`config.mk`:
```
export PLATFORM = sky130hd
export DESIGN_NAME = status_led_pattern_generator
export DESIGN_NICKNAME = d
export VERILOG_FILES = /design/src/rtl/slpg_pkg.sv /design/src/rtl/status_led_pattern_generator.sv
export SDC_FILE = /design/constraint.sdc
export NUM_CORES = 1
export LEC_CHECK = 0
export BUFFER_PORTS_ARGS = -buffer_cell sky130_fd_sc_hd__buf_4
export CAP_MARGIN = 20
export CORE_MARGIN = 10
export CORE_UTILIZATION = 60
export CTS_BUF_LIST = sky130_fd_sc_hd__clkbuf_16
export DETAILED_ROUTE_END_ITERATION = 6
export GPL_TIMING_DRIVEN = 0
export HOLD_SLACK_MARGIN = 0.02
export PLACE_DENSITY = 0.77
export SLEW_MARGIN = 15
export SYNTH_ARGS = -nofsm -noshare
export SYNTH_HDL_FRONTEND = slang
export SYNTH_SLANG_ARGS = --single-unit
```
`constraint.sdc`:
```
create_clock -name clock -period 26 [get_ports clock]
set_input_delay 5.2 -clock clock [delete_from_list [all_inputs] [get_ports clock]]
set_output_delay 5.2 -clock clock [all_outputs]
set_load 0.01 [all_outputs]
```
`src/rtl/slpg_pkg.sv`:
```
// Shared constants for the status LED pattern generator and its checker.
// Depends on nothing.
`timescale 1ns / 1ps

package slpg_pkg;

   localparam int DUTY_BITS_DEFAULT = 13;
   localparam int TIME_BITS_DEFAULT = 32;

   // Fixed widths of the request and response fields.
   localparam int CFG_BITS      = 10;
   localparam int CFG_IDX_BITS  = 3;
   localparam int CODE_BITS     = 4;
   localparam int PAIR_BITS     = 2;
   localparam int DUTY_OUT_BITS = 13;
   localparam int STEP_BITS     = 4;
   localparam int PHASE_BITS    = CFG_BITS + 1;

   // Pattern codes.
   localparam logic [CODE_BITS-1:0] PAT_OFF    = 4'd0;
   localparam logic [CODE_BITS-1:0] PAT_SINGLE = 4'd1;
   localparam logic [CODE_BITS-1:0] PAT_DOUBLE = 4'd2;
   localparam logic [CODE_BITS-1:0] PAT_TRIPLE = 4'd3;
   localparam logic [CODE_BITS-1:0] PAT_QUAD   = 4'd4;
   localparam logic [CODE_BITS-1:0] PAT_PENTA  = 4'd5;
   localparam logic [CODE_BITS-1:0] PAT_HEXA   = 4'd6;
   localparam logic [CODE_BITS-1:0] PAT_BLINK  = 4'd7;
   localparam logic [CODE_BITS-1:0] PAT_SOLID  = 4'd8;
   localparam logic [CODE_BITS-1:0] PAT_FADE   = 4'd9;

   // Request function codes.
   localparam logic FUNC_TICK    = 1'b0;
   localparam logic FUNC_REQUEST = 1'b1;

   // Pairing states.
   localparam logic [PAIR_BITS-1:0] PAIR_NONE  = 2'd0;
   localparam logic [PAIR_BITS-1:0] PAIR_START = 2'd1;
   localparam logic [PAIR_BITS-1:0] PAIR_WAIT  = 2'd2;
   localparam logic [PAIR_BITS-1:0] PAIR_DONE  = 2'd3;

   // Configuration register indexes.
   localparam logic [CFG_IDX_BITS-1:0] REG_FLASH_PERIOD  = 3'd0;
   localparam logic [CFG_IDX_BITS-1:0] REG_DOUBLE_PERIOD = 3'd1;
   localparam logic [CFG_IDX_BITS-1:0] REG_SINGLE_ON     = 3'd2;
   localparam logic [CFG_IDX_BITS-1:0] REG_SINGLE_OFF    = 3'd3;
   localparam logic [CFG_IDX_BITS-1:0] REG_BLINK_HALF    = 3'd4;
   localparam logic [CFG_IDX_BITS-1:0] REG_FADE_INTERVAL = 3'd5;
   localparam logic [CFG_IDX_BITS-1:0] REG_FADE_INC      = 3'd6;

   // Register reset values.
   localparam logic [CFG_BITS-1:0] FLASH_PERIOD_RST  = 10'd50;
   localparam logic [CFG_BITS-1:0] DOUBLE_PERIOD_RST = 10'd60;
   localparam logic [CFG_BITS-1:0] SINGLE_ON_RST     = 10'd80;
   localparam logic [CFG_BITS-1:0] SINGLE_OFF_RST    = 10'd120;
   localparam logic [CFG_BITS-1:0] BLINK_HALF_RST    = 10'd100;
   localparam logic [CFG_BITS-1:0] FADE_INTERVAL_RST = 10'd20;
   localparam logic [CFG_BITS-1:0] FADE_INC_RST      = 10'd20;

endpackage

```
`src/rtl/status_led_pattern_generator.sv`:
```
// Status LED pattern generator: one request in, one response out per item.
// The response register loads at the accepting edge when it is free, otherwise the
// response waits in the skid entry until the stalled one is taken. Throughput: one
// request per cycle while the skid entry is empty; all work sits between the pattern
// state registers and the response register, and a one-entry skid keeps the input open
// for one request while a response waits. Reset is synchronous and active high:
// it clears all pattern state and both response slots and restores register defaults.
`timescale 1ns / 1ps

module status_led_pattern_generator
   import slpg_pkg::*;
#(
   parameter int DUTY_BITS = DUTY_BITS_DEFAULT,
   parameter int TIME_BITS = TIME_BITS_DEFAULT
) (
   input  logic                     clock,
   input  logic                     reset,
   input  logic                     req_valid,
   output logic                     req_ready,
   input  logic                     req_func,
   input  logic [CODE_BITS-1:0]     req_pattern_code,
   input  logic [PAIR_BITS-1:0]     req_pairing_state,
   input  logic                     req_ota_active,
   output logic                     rsp_valid,
   input  logic                     rsp_ready,
   output logic [DUTY_OUT_BITS-1:0] rsp_duty,
   output logic [CODE_BITS-1:0]     rsp_active_pattern,
   input  logic                     csr_wr_en,
   input  logic [CFG_IDX_BITS-1:0]  csr_index,
   input  logic [CFG_BITS-1:0]      csr_wdata
);

   localparam int FADE_SUM_BITS = ((DUTY_BITS > CFG_BITS) ? DUTY_BITS : CFG_BITS) + 1;
   localparam int DUTY_EXT_BITS = (DUTY_BITS > DUTY_OUT_BITS) ? DUTY_BITS : DUTY_OUT_BITS;
   localparam logic [DUTY_BITS-1:0] DUTY_FULL = {DUTY_BITS{1'b1}};

   // Configuration registers.
   logic [CFG_BITS-1:0] flash_period_ff, double_period_ff, single_on_ff, single_off_ff;
   logic [CFG_BITS-1:0] blink_half_ff, fade_interval_ff, fade_inc_ff;

   // Pattern state.
   logic [TIME_BITS-1:0]  clock_ms_ff, clock_ms_in;
   logic [CODE_BITS-1:0]  pattern_ff, pattern_in;
   logic [STEP_BITS-1:0]  step_ff, step_in;
   logic [TIME_BITS-1:0]  step_start_ff, step_start_in;
   logic [DUTY_BITS-1:0]  fade_level_ff, fade_level_in;
   logic                  fade_falling_ff, fade_falling_in;
   logic [TIME_BITS-1:0]  fade_last_ff, fade_last_in;
   logic [CODE_BITS-1:0]  prev_pattern_ff, prev_pattern_in;
   logic [PAIR_BITS-1:0]  prev_pairing_ff, prev_pairing_in;
   logic [PHASE_BITS-1:0] blink_phase_ff, blink_phase_in;
   logic [DUTY_BITS-1:0]  duty_hold_ff, duty_hold_in;

   // Response register and skid entry.
   logic                     rsp_valid_ff, skid_valid_ff;
   logic [DUTY_OUT_BITS-1:0] rsp_duty_ff, skid_duty_ff;
   logic [CODE_BITS-1:0]     rsp_pattern_ff, skid_pattern_ff;

   logic                     accept, take;
   logic [CFG_BITS-1:0]      half;
   logic [PHASE_BITS:0]      phase_sum;
   logic [FADE_SUM_BITS-1:0] fade_sum;
   logic [4:0]               flash_limit;
   logic [DUTY_EXT_BITS-1:0] duty_ext;
   logic [DUTY_OUT_BITS-1:0] new_duty;
   logic                     pairing_active;

   assign req_ready          = !skid_valid_ff;
   assign accept             = req_valid && req_ready;
   assign take               = rsp_valid_ff && rsp_ready;
   assign rsp_valid          = rsp_valid_ff;
   assign rsp_duty           = rsp_duty_ff;
   assign rsp_active_pattern = rsp_pattern_ff;

   assign pairing_active = (req_pairing_state == PAIR_START) ||
                           (req_pairing_state == PAIR_WAIT);
   assign half = (blink_half_ff == '0) ? CFG_BITS'(1) : blink_half_ff;

   always_comb begin
      clock_ms_in     = clock_ms_ff;
      pattern_in      = pattern_ff;
      step_in         = step_ff;
      step_start_in   = step_start_ff;
      fade_level_in   = fade_level_ff;
      fade_falling_in = fade_falling_ff;
      fade_last_in    = fade_last_ff;
      prev_pattern_in = prev_pattern_ff;
      prev_pairing_in = prev_pairing_ff;
      blink_phase_in  = blink_phase_ff;
      duty_hold_in    = duty_hold_ff;
      phase_sum       = '0;
      fade_sum        = '0;
      flash_limit     = '0;

      if (accept && (req_func == FUNC_TICK)) begin
         clock_ms_in = clock_ms_ff + TIME_BITS'(1);

         phase_sum = (PHASE_BITS + 1)'(blink_phase_ff) + (PHASE_BITS + 1)'(1);
         if (phase_sum >= {1'b0, half, 1'b0}) begin
            blink_phase_in = '0;
         end else begin
            blink_phase_in = phase_sum[PHASE_BITS-1:0];
         end

         // Completion of pairing switches the LED off once, on the change.
         if (req_pairing_state != prev_pairing_ff) begin
            if (req_pairing_state == PAIR_DONE) begin
               pattern_in    = PAT_OFF;
               step_start_in = clock_ms_in;
               step_in       = '0;
               duty_hold_in  = '0;
            end
            prev_pairing_in = req_pairing_state;
         end

         if (pairing_active) begin
            if (pattern_in != PAT_FADE) begin
               pattern_in    = PAT_FADE;
               step_start_in = clock_ms_in;
               step_in       = '0;
            end
         end else if (req_ota_active) begin
            if (pattern_in != PAT_BLINK) begin
               pattern_in    = PAT_BLINK;
               step_start_in = clock_ms_in;
               step_in       = '0;
            end
         end

         if ((pattern_in == PAT_FADE) && (prev_pattern_ff != PAT_FADE)) begin
            fade_level_in   = '0;
            fade_falling_in = 1'b0;
            fade_last_in    = clock_ms_in;
         end
         prev_pattern_in = pattern_in;

         unique case (pattern_in)
            PAT_SINGLE: begin
               if (step_in == STEP_BITS'(0)) begin
                  duty_hold_in = DUTY_FULL;
                  if ((clock_ms_in - step_start_in) > TIME_BITS'(single_on_ff)) begin
                     step_in       = STEP_BITS'(1);
                     step_start_in = clock_ms_in;
                  end
               end else if (step_in == STEP_BITS'(1)) begin
                  duty_hold_in = '0;
                  if ((clock_ms_in - step_start_in) > TIME_BITS'(single_off_ff)) begin
                     pattern_in = PAT_OFF;
                  end
               end
            end
            PAT_DOUBLE: begin
               if (step_in < STEP_BITS'(4)) begin
                  duty_hold_in = step_in[0] ? '0 : DUTY_FULL;
                  if ((clock_ms_in - step_start_in) > TIME_BITS'(double_period_ff)) begin
                     step_in       = step_in + STEP_BITS'(1);
                     step_start_in = clock_ms_in;
                  end
               end else begin
                  pattern_in = PAT_OFF;
               end
            end
            PAT_TRIPLE, PAT_QUAD, PAT_PENTA, PAT_HEXA: begin
               duty_hold_in = step_in[0] ? '0 : DUTY_FULL;
               if ((clock_ms_in - step_start_in) > TIME_BITS'(flash_period_ff)) begin
                  step_in       = step_in + STEP_BITS'(1);
                  step_start_in = clock_ms_in;
               end
               // Each flash is an on and an off segment, so the count ends at 2n - 1.
               flash_limit = {pattern_in, 1'b0} - 5'd1;
               if (5'(step_in) > flash_limit) begin
                  pattern_in = PAT_OFF;
               end
            end
            PAT_BLINK: begin
               duty_hold_in = (blink_phase_in >= PHASE_BITS'(half)) ? DUTY_FULL : '0;
            end
            PAT_SOLID: begin
               duty_hold_in = DUTY_FULL;
            end
            PAT_FADE: begin
               if ((clock_ms_in - fade_last_in) > TIME_BITS'(fade_interval_ff)) begin
                  if (fade_falling_in) begin
                     if (FADE_SUM_BITS'(fade_level_in) <= FADE_SUM_BITS'(fade_inc_ff)) begin
                        fade_level_in   = '0;
                        fade_falling_in = 1'b0;
                     end else begin
                        fade_level_in = fade_level_in - DUTY_BITS'(fade_inc_ff);
                     end
                  end else begin
                     fade_sum = FADE_SUM_BITS'(fade_level_in) + FADE_SUM_BITS'(fade_inc_ff);
                     if (fade_sum >= FADE_SUM_BITS'(DUTY_FULL)) begin
                        fade_level_in   = DUTY_FULL;
                        fade_falling_in = 1'b1;
                     end else begin
                        fade_level_in = fade_sum[DUTY_BITS-1:0];
                     end
                  end
                  duty_hold_in = fade_level_in;
                  fade_last_in = clock_ms_in;
               end
            end
            default: begin
               duty_hold_in = '0;
            end
         endcase
      end else if (accept) begin
         // A pattern request: time stands still and the held duty is shown.
         if (pairing_active) begin
            pattern_in    = PAT_FADE;
            step_start_in = clock_ms_ff;
            step_in       = '0;
         end else if (req_ota_active) begin
            pattern_in = PAT_BLINK;
         end else begin
            pattern_in    = (req_pattern_code <= PAT_FADE) ? req_pattern_code : PAT_OFF;
            step_start_in = clock_ms_ff;
            step_in       = '0;
         end
      end
   end

   assign duty_ext = DUTY_EXT_BITS'(duty_hold_in);
   assign new_duty = duty_ext[DUTY_OUT_BITS-1:0];

   always_ff @(posedge clock) begin
      if (reset) begin
         flash_period_ff  <= FLASH_PERIOD_RST;
         double_period_ff <= DOUBLE_PERIOD_RST;
         single_on_ff     <= SINGLE_ON_RST;
         single_off_ff    <= SINGLE_OFF_RST;
         blink_half_ff    <= BLINK_HALF_RST;
         fade_interval_ff <= FADE_INTERVAL_RST;
         fade_inc_ff      <= FADE_INC_RST;
      end else if (csr_wr_en) begin
         unique case (csr_index)
            REG_FLASH_PERIOD:  flash_period_ff  <= csr_wdata;
            REG_DOUBLE_PERIOD: double_period_ff <= csr_wdata;
            REG_SINGLE_ON:     single_on_ff     <= csr_wdata;
            REG_SINGLE_OFF:    single_off_ff    <= csr_wdata;
            REG_BLINK_HALF:    blink_half_ff    <= csr_wdata;
            REG_FADE_INTERVAL: fade_interval_ff <= csr_wdata;
            REG_FADE_INC:      fade_inc_ff      <= csr_wdata;
            default: begin
            end
         endcase
      end
   end

   always_ff @(posedge clock) begin
      if (reset) begin
         clock_ms_ff     <= '0;
         pattern_ff      <= PAT_OFF;
         step_ff         <= '0;
         step_start_ff   <= '0;
         fade_level_ff   <= '0;
         fade_falling_ff <= 1'b0;
         fade_last_ff    <= '0;
         prev_pattern_ff <= PAT_OFF;
         prev_pairing_ff <= PAIR_NONE;
         blink_phase_ff  <= '0;
         duty_hold_ff    <= '0;
      end else begin
         clock_ms_ff     <= clock_ms_in;
         pattern_ff      <= pattern_in;
         step_ff         <= step_in;
         step_start_ff   <= step_start_in;
         fade_level_ff   <= fade_level_in;
         fade_falling_ff <= fade_falling_in;
         fade_last_ff    <= fade_last_in;
         prev_pattern_ff <= prev_pattern_in;
         prev_pairing_ff <= prev_pairing_in;
         blink_phase_ff  <= blink_phase_in;
         duty_hold_ff    <= duty_hold_in;
      end
   end

   // The skid entry only fills when the response register is occupied and stalled.
   always_ff @(posedge clock) begin
      if (reset) begin
         rsp_valid_ff  <= 1'b0;
         skid_valid_ff <= 1'b0;
      end else if (skid_valid_ff) begin
         if (take) begin
            skid_valid_ff <= 1'b0;
         end
      end else if (accept) begin
         if (!rsp_valid_ff || take) begin
            rsp_valid_ff <= 1'b1;
         end else begin
            skid_valid_ff <= 1'b1;
         end
      end else if (take) begin
         rsp_valid_ff <= 1'b0;
      end
   end

   always_ff @(posedge clock) begin
      if (skid_valid_ff) begin
         if (take) begin
            rsp_duty_ff    <= skid_duty_ff;
            rsp_pattern_ff <= skid_pattern_ff;
         end
      end else if (accept) begin
         if (!rsp_valid_ff || take) begin
            rsp_duty_ff    <= new_duty;
            rsp_pattern_ff <= pattern_in;
         end else begin
            skid_duty_ff    <= new_duty;
            skid_pattern_ff <= pattern_in;
         end
      end
   end

endmodule

```
==> run summary <==
Status = finished, final reports clean
Overall Power = 1280 µW
Initial antenna violation count = 1
Multi-input combinational cell area = 14,700 µm²
Clock transition at path regs = 0.06 ns
Layout cells sized above 1 = 0.0579
Data required, critical path = 26.38 ns
Switching fraction of total power = 0.386
Top cell type by total area after synthesis = dfxtp_1
Reg-to-reg endpoint = rsp_active_pattern[0]
Net Sw Power = 492 µW
Warnings, synthesis = 0
Setup tns final = 0 ns
CP max-delay cell = clkbuf_1
Post-DP HPWL = 65,700 µm
Part of the Yosys area used for sequential elements = 0.254
Num CTS Buffers = 29
Grt ovf = 0
Clock Tree Buf Depth = 3
Clock share of power = 0.310
Crit path max fanout = 10
Max-slew violations = 0
Antenna diodes = 0
Port bufs = 41
Dpl cell area = 22,300 µm²
GR peak layer = met2
PostCTS Resize Cnt = 0
Worst-skew pair later-pin latency = 0.60 ns
First-pass GRT wire length = 130,000 µm
Cell area after layout = 23,200 µm²
Root Buffer = clkbuf_16
#FFs+latches synth = 254
Fill cells = 3,077
Vias in the first global route = 22,200
CP Launch Type = primary input
Share of power burned in registers = 0.335
Iter 0 DRT Violations = 3,000
CP Class = primary input to flop
Largest net degree at the start of global routing = 18
P&R area growth vs syn = 8.40%
PwrDens = 55.0 nW/µm²
Hold path startpoint = single_off_ff[8]
RSZ-0062 raised after global routing = no
H-tree Lvls = 1
Hold path endpoint = single_off_ff[8]
Logic pwr share = 0.355
Die W = 209 µm
I/O Pins = 45
CP peak stage delay = 0.94 ns
Hold Fails Final Rpt = 0
Clk sink count = 254
Main synth FF type = dfxtp_1
R2R Path Start = prev_pairing_ff[1]
R2r worst-path depth = 34
Syn Area/Cell = 7.45 µm²
Synth top area cells = dfxtp_1 21%, ha_1 9.3%, a21oi_1 6.6%
Die Area = 43,600 µm²
FP Rows = 69
Nets = 3,139
Post-synthesis cell area = 21,400 µm²
TritonRoute pass-1 iters = 7
Net count after synthesis = 3,063
Tot GR Track Use = 0.373
# DRC = 0
Tmin final = 16.44 ns
Mapped Cells = 2,874
Worst Path Arrival = 16.82 ns
Fmax = 60.8 MHz
DRT Wirelength = 86,000 µm
Worst-margin pin slew = 1.24 ns
CTS tree = yes
RePlAce Congestion = 1.11
Top-area cell type share of the netlist area = 0.206
Int Power = 784 µW
Clk_skew = 0.0345 ns
Hold path cells = 2
Setup repair bufs after CTS = 0
Post-CTS Hold Buffers = 0
Final setup fails = 0
EDFF count, synth = 34
Asr flop ratio synth = 0
Core outline area = 35,400 µm²
Yosys cell types = 103
ANT nets after route = 0
Area occupied by registers = 5430 µm²
Vias after detailed routing = 23,700
Via/cell ratio = 6.92
Hold Crit Class = flop to flop
Starting density of the core = 0.605
FF-to-FF setup slack = 14.41 ns
Met3 usage = 0.102
Worst setup EP type = flop
Routed len/inst = 25.0 µm
Pleak = 0.00949 µW
Relative slew slack = 0.173
M1 GR Usage = 0.475
Global routing usage on met2 = 0.571
Peak supply drop = 0.0647 mV
Final Cycle Share = 0.632
Die extent in y = 209 µm
MaxCap Viol Count = 0
==> worst max-delay path by stage <==
stage / startpoint / end / cells past startpoint
after global routing: req_pairing_state[0] / rsp_active_pattern[0] / 35
after CTS: req_pairing_state[0] / rsp_active_pattern[0] / 35
after detailed placement: req_pairing_state[0] / rsp_active_pattern[0] / 35
after global placement: req_pairing_state[0] / rsp_active_pattern[0] / 35
after floorplan: req_pairing_state[0] / rsp_active_pattern[2] / 31
final: req_pairing_state[0] / rsp_active_pattern[0] / 36
==> stage by stage <==
step	setup WS (ns)	hold WS, ns	util	instances
after floorplan	13.05	0.434	-	2874
after global placement	10.03	0.441	0.630	3376
after detailed placement	9.72	0.448	0.630	3379
after CTS	10.26	0.455	0.655	3432
after global routing	9.47	0.464	0.655	3433
final	9.56	0.456	0.655	3433
==> logic make-up (layout without fill, tap and decap cells) <==
kind of cell,after synthesis,count (layout),share of synthesized area
simple gates,1034,1034,0.230
mux,34,34,0.0165
fa+ha+maj,165,165,0.0976
buf+inv,343,441,0.0620
flops,254,254,0.254
compound gates,931,931,0.292
xor+xnor,113,113,0.0482
==> layer usage <==
layer  vias to the layer above  share of wire
met4                         4          0.058
met5                         -        0.00067
met3                       351           0.13
li1                      10600              -
met2                      1610           0.42
met1                     11200           0.39
==> cells in the mapped netlist, types with 44 or more instances <==
cell	number
nand2_1	328
a21oi_1	283
o21ai_0	134
dfxtp_1	220
nor2_1	308
a31oi_1	44
xnor2_1	63
ha_1	159
nand3_1	68
a21o_1	62
and2_1	45
clkbuf_1	142
nor3_1	54
a211oi_1	71
inv_1	166
xor2_1	47
==> state kept, by name, summed over array words and instances, names as in the netlist, 11 cells and up <==
signal,count
blink_phase_ff,11
clock_ms_ff,32
duty_hold_ff,13
fade_last_ff,32
fade_level_ff,13
rsp_duty,13
skid_duty_ff,13
step_start_ff,32
==> final cells by class <==
class	count	area share
Clock inverter	24	0.00647
Multi-Input combinational cell	2277	0.632
Clock buffer	29	0.0313
Timing Repair Buffer	45	0.0147
Tap cell	461	0.0249
Buffer	176	0.0302
Inverter	167	0.0270
Sequential cell	254	0.234
==> power groups by stage <==
stage	registers [µW]	logic (µW)	clock network (µW)
floorplan	434	294	0
global placement	435	414	0
finish	427	453	396
detailed placement	435	429	0
CTS	427	433	392
global route	429	486	405
==> layout by cell type (no fill, tap or decap), types with 16 or more instances in the layout <==
cell type and count:
o21a_1 22, clkbuf_1 142, nand2_1 328, inv_1 170, a311oi_1 22, xnor2_1 63, or2_2 16, a211oi_1 71
nor3_1 54, o21ai_0 133, xor2_1 47, o211ai_1 27, nand3_1 68, dfxtp_1 220, nor2b_1 31, a211o_1 21
buf_2 16, and3_1 33, mux2i_1 27, nand2b_1 32, a21oi_1 283, nor2_1 307, o22ai_1 16, buf_4 49
a21o_1 62, a221oi_1 20, and2_1 45, nand4_1 31, edfxtp_1 34, nand3b_1 16, a31oi_1 44, clkbuf_16 29
ha_1 159
==> worst max-delay path, delay by kind of cell <==
kind / cells / cell delay (ns)
AO/OA/AOI/OAI: 13 / 4.04
buffers and inverters: 8 / 3.51
AND/OR/NAND/NOR: 10 / 2.61
adder cells (fa/ha/maj): 4 / 1.32
XOR/XNOR: 1 / 0.10
(Power assumes the default switching activity.)
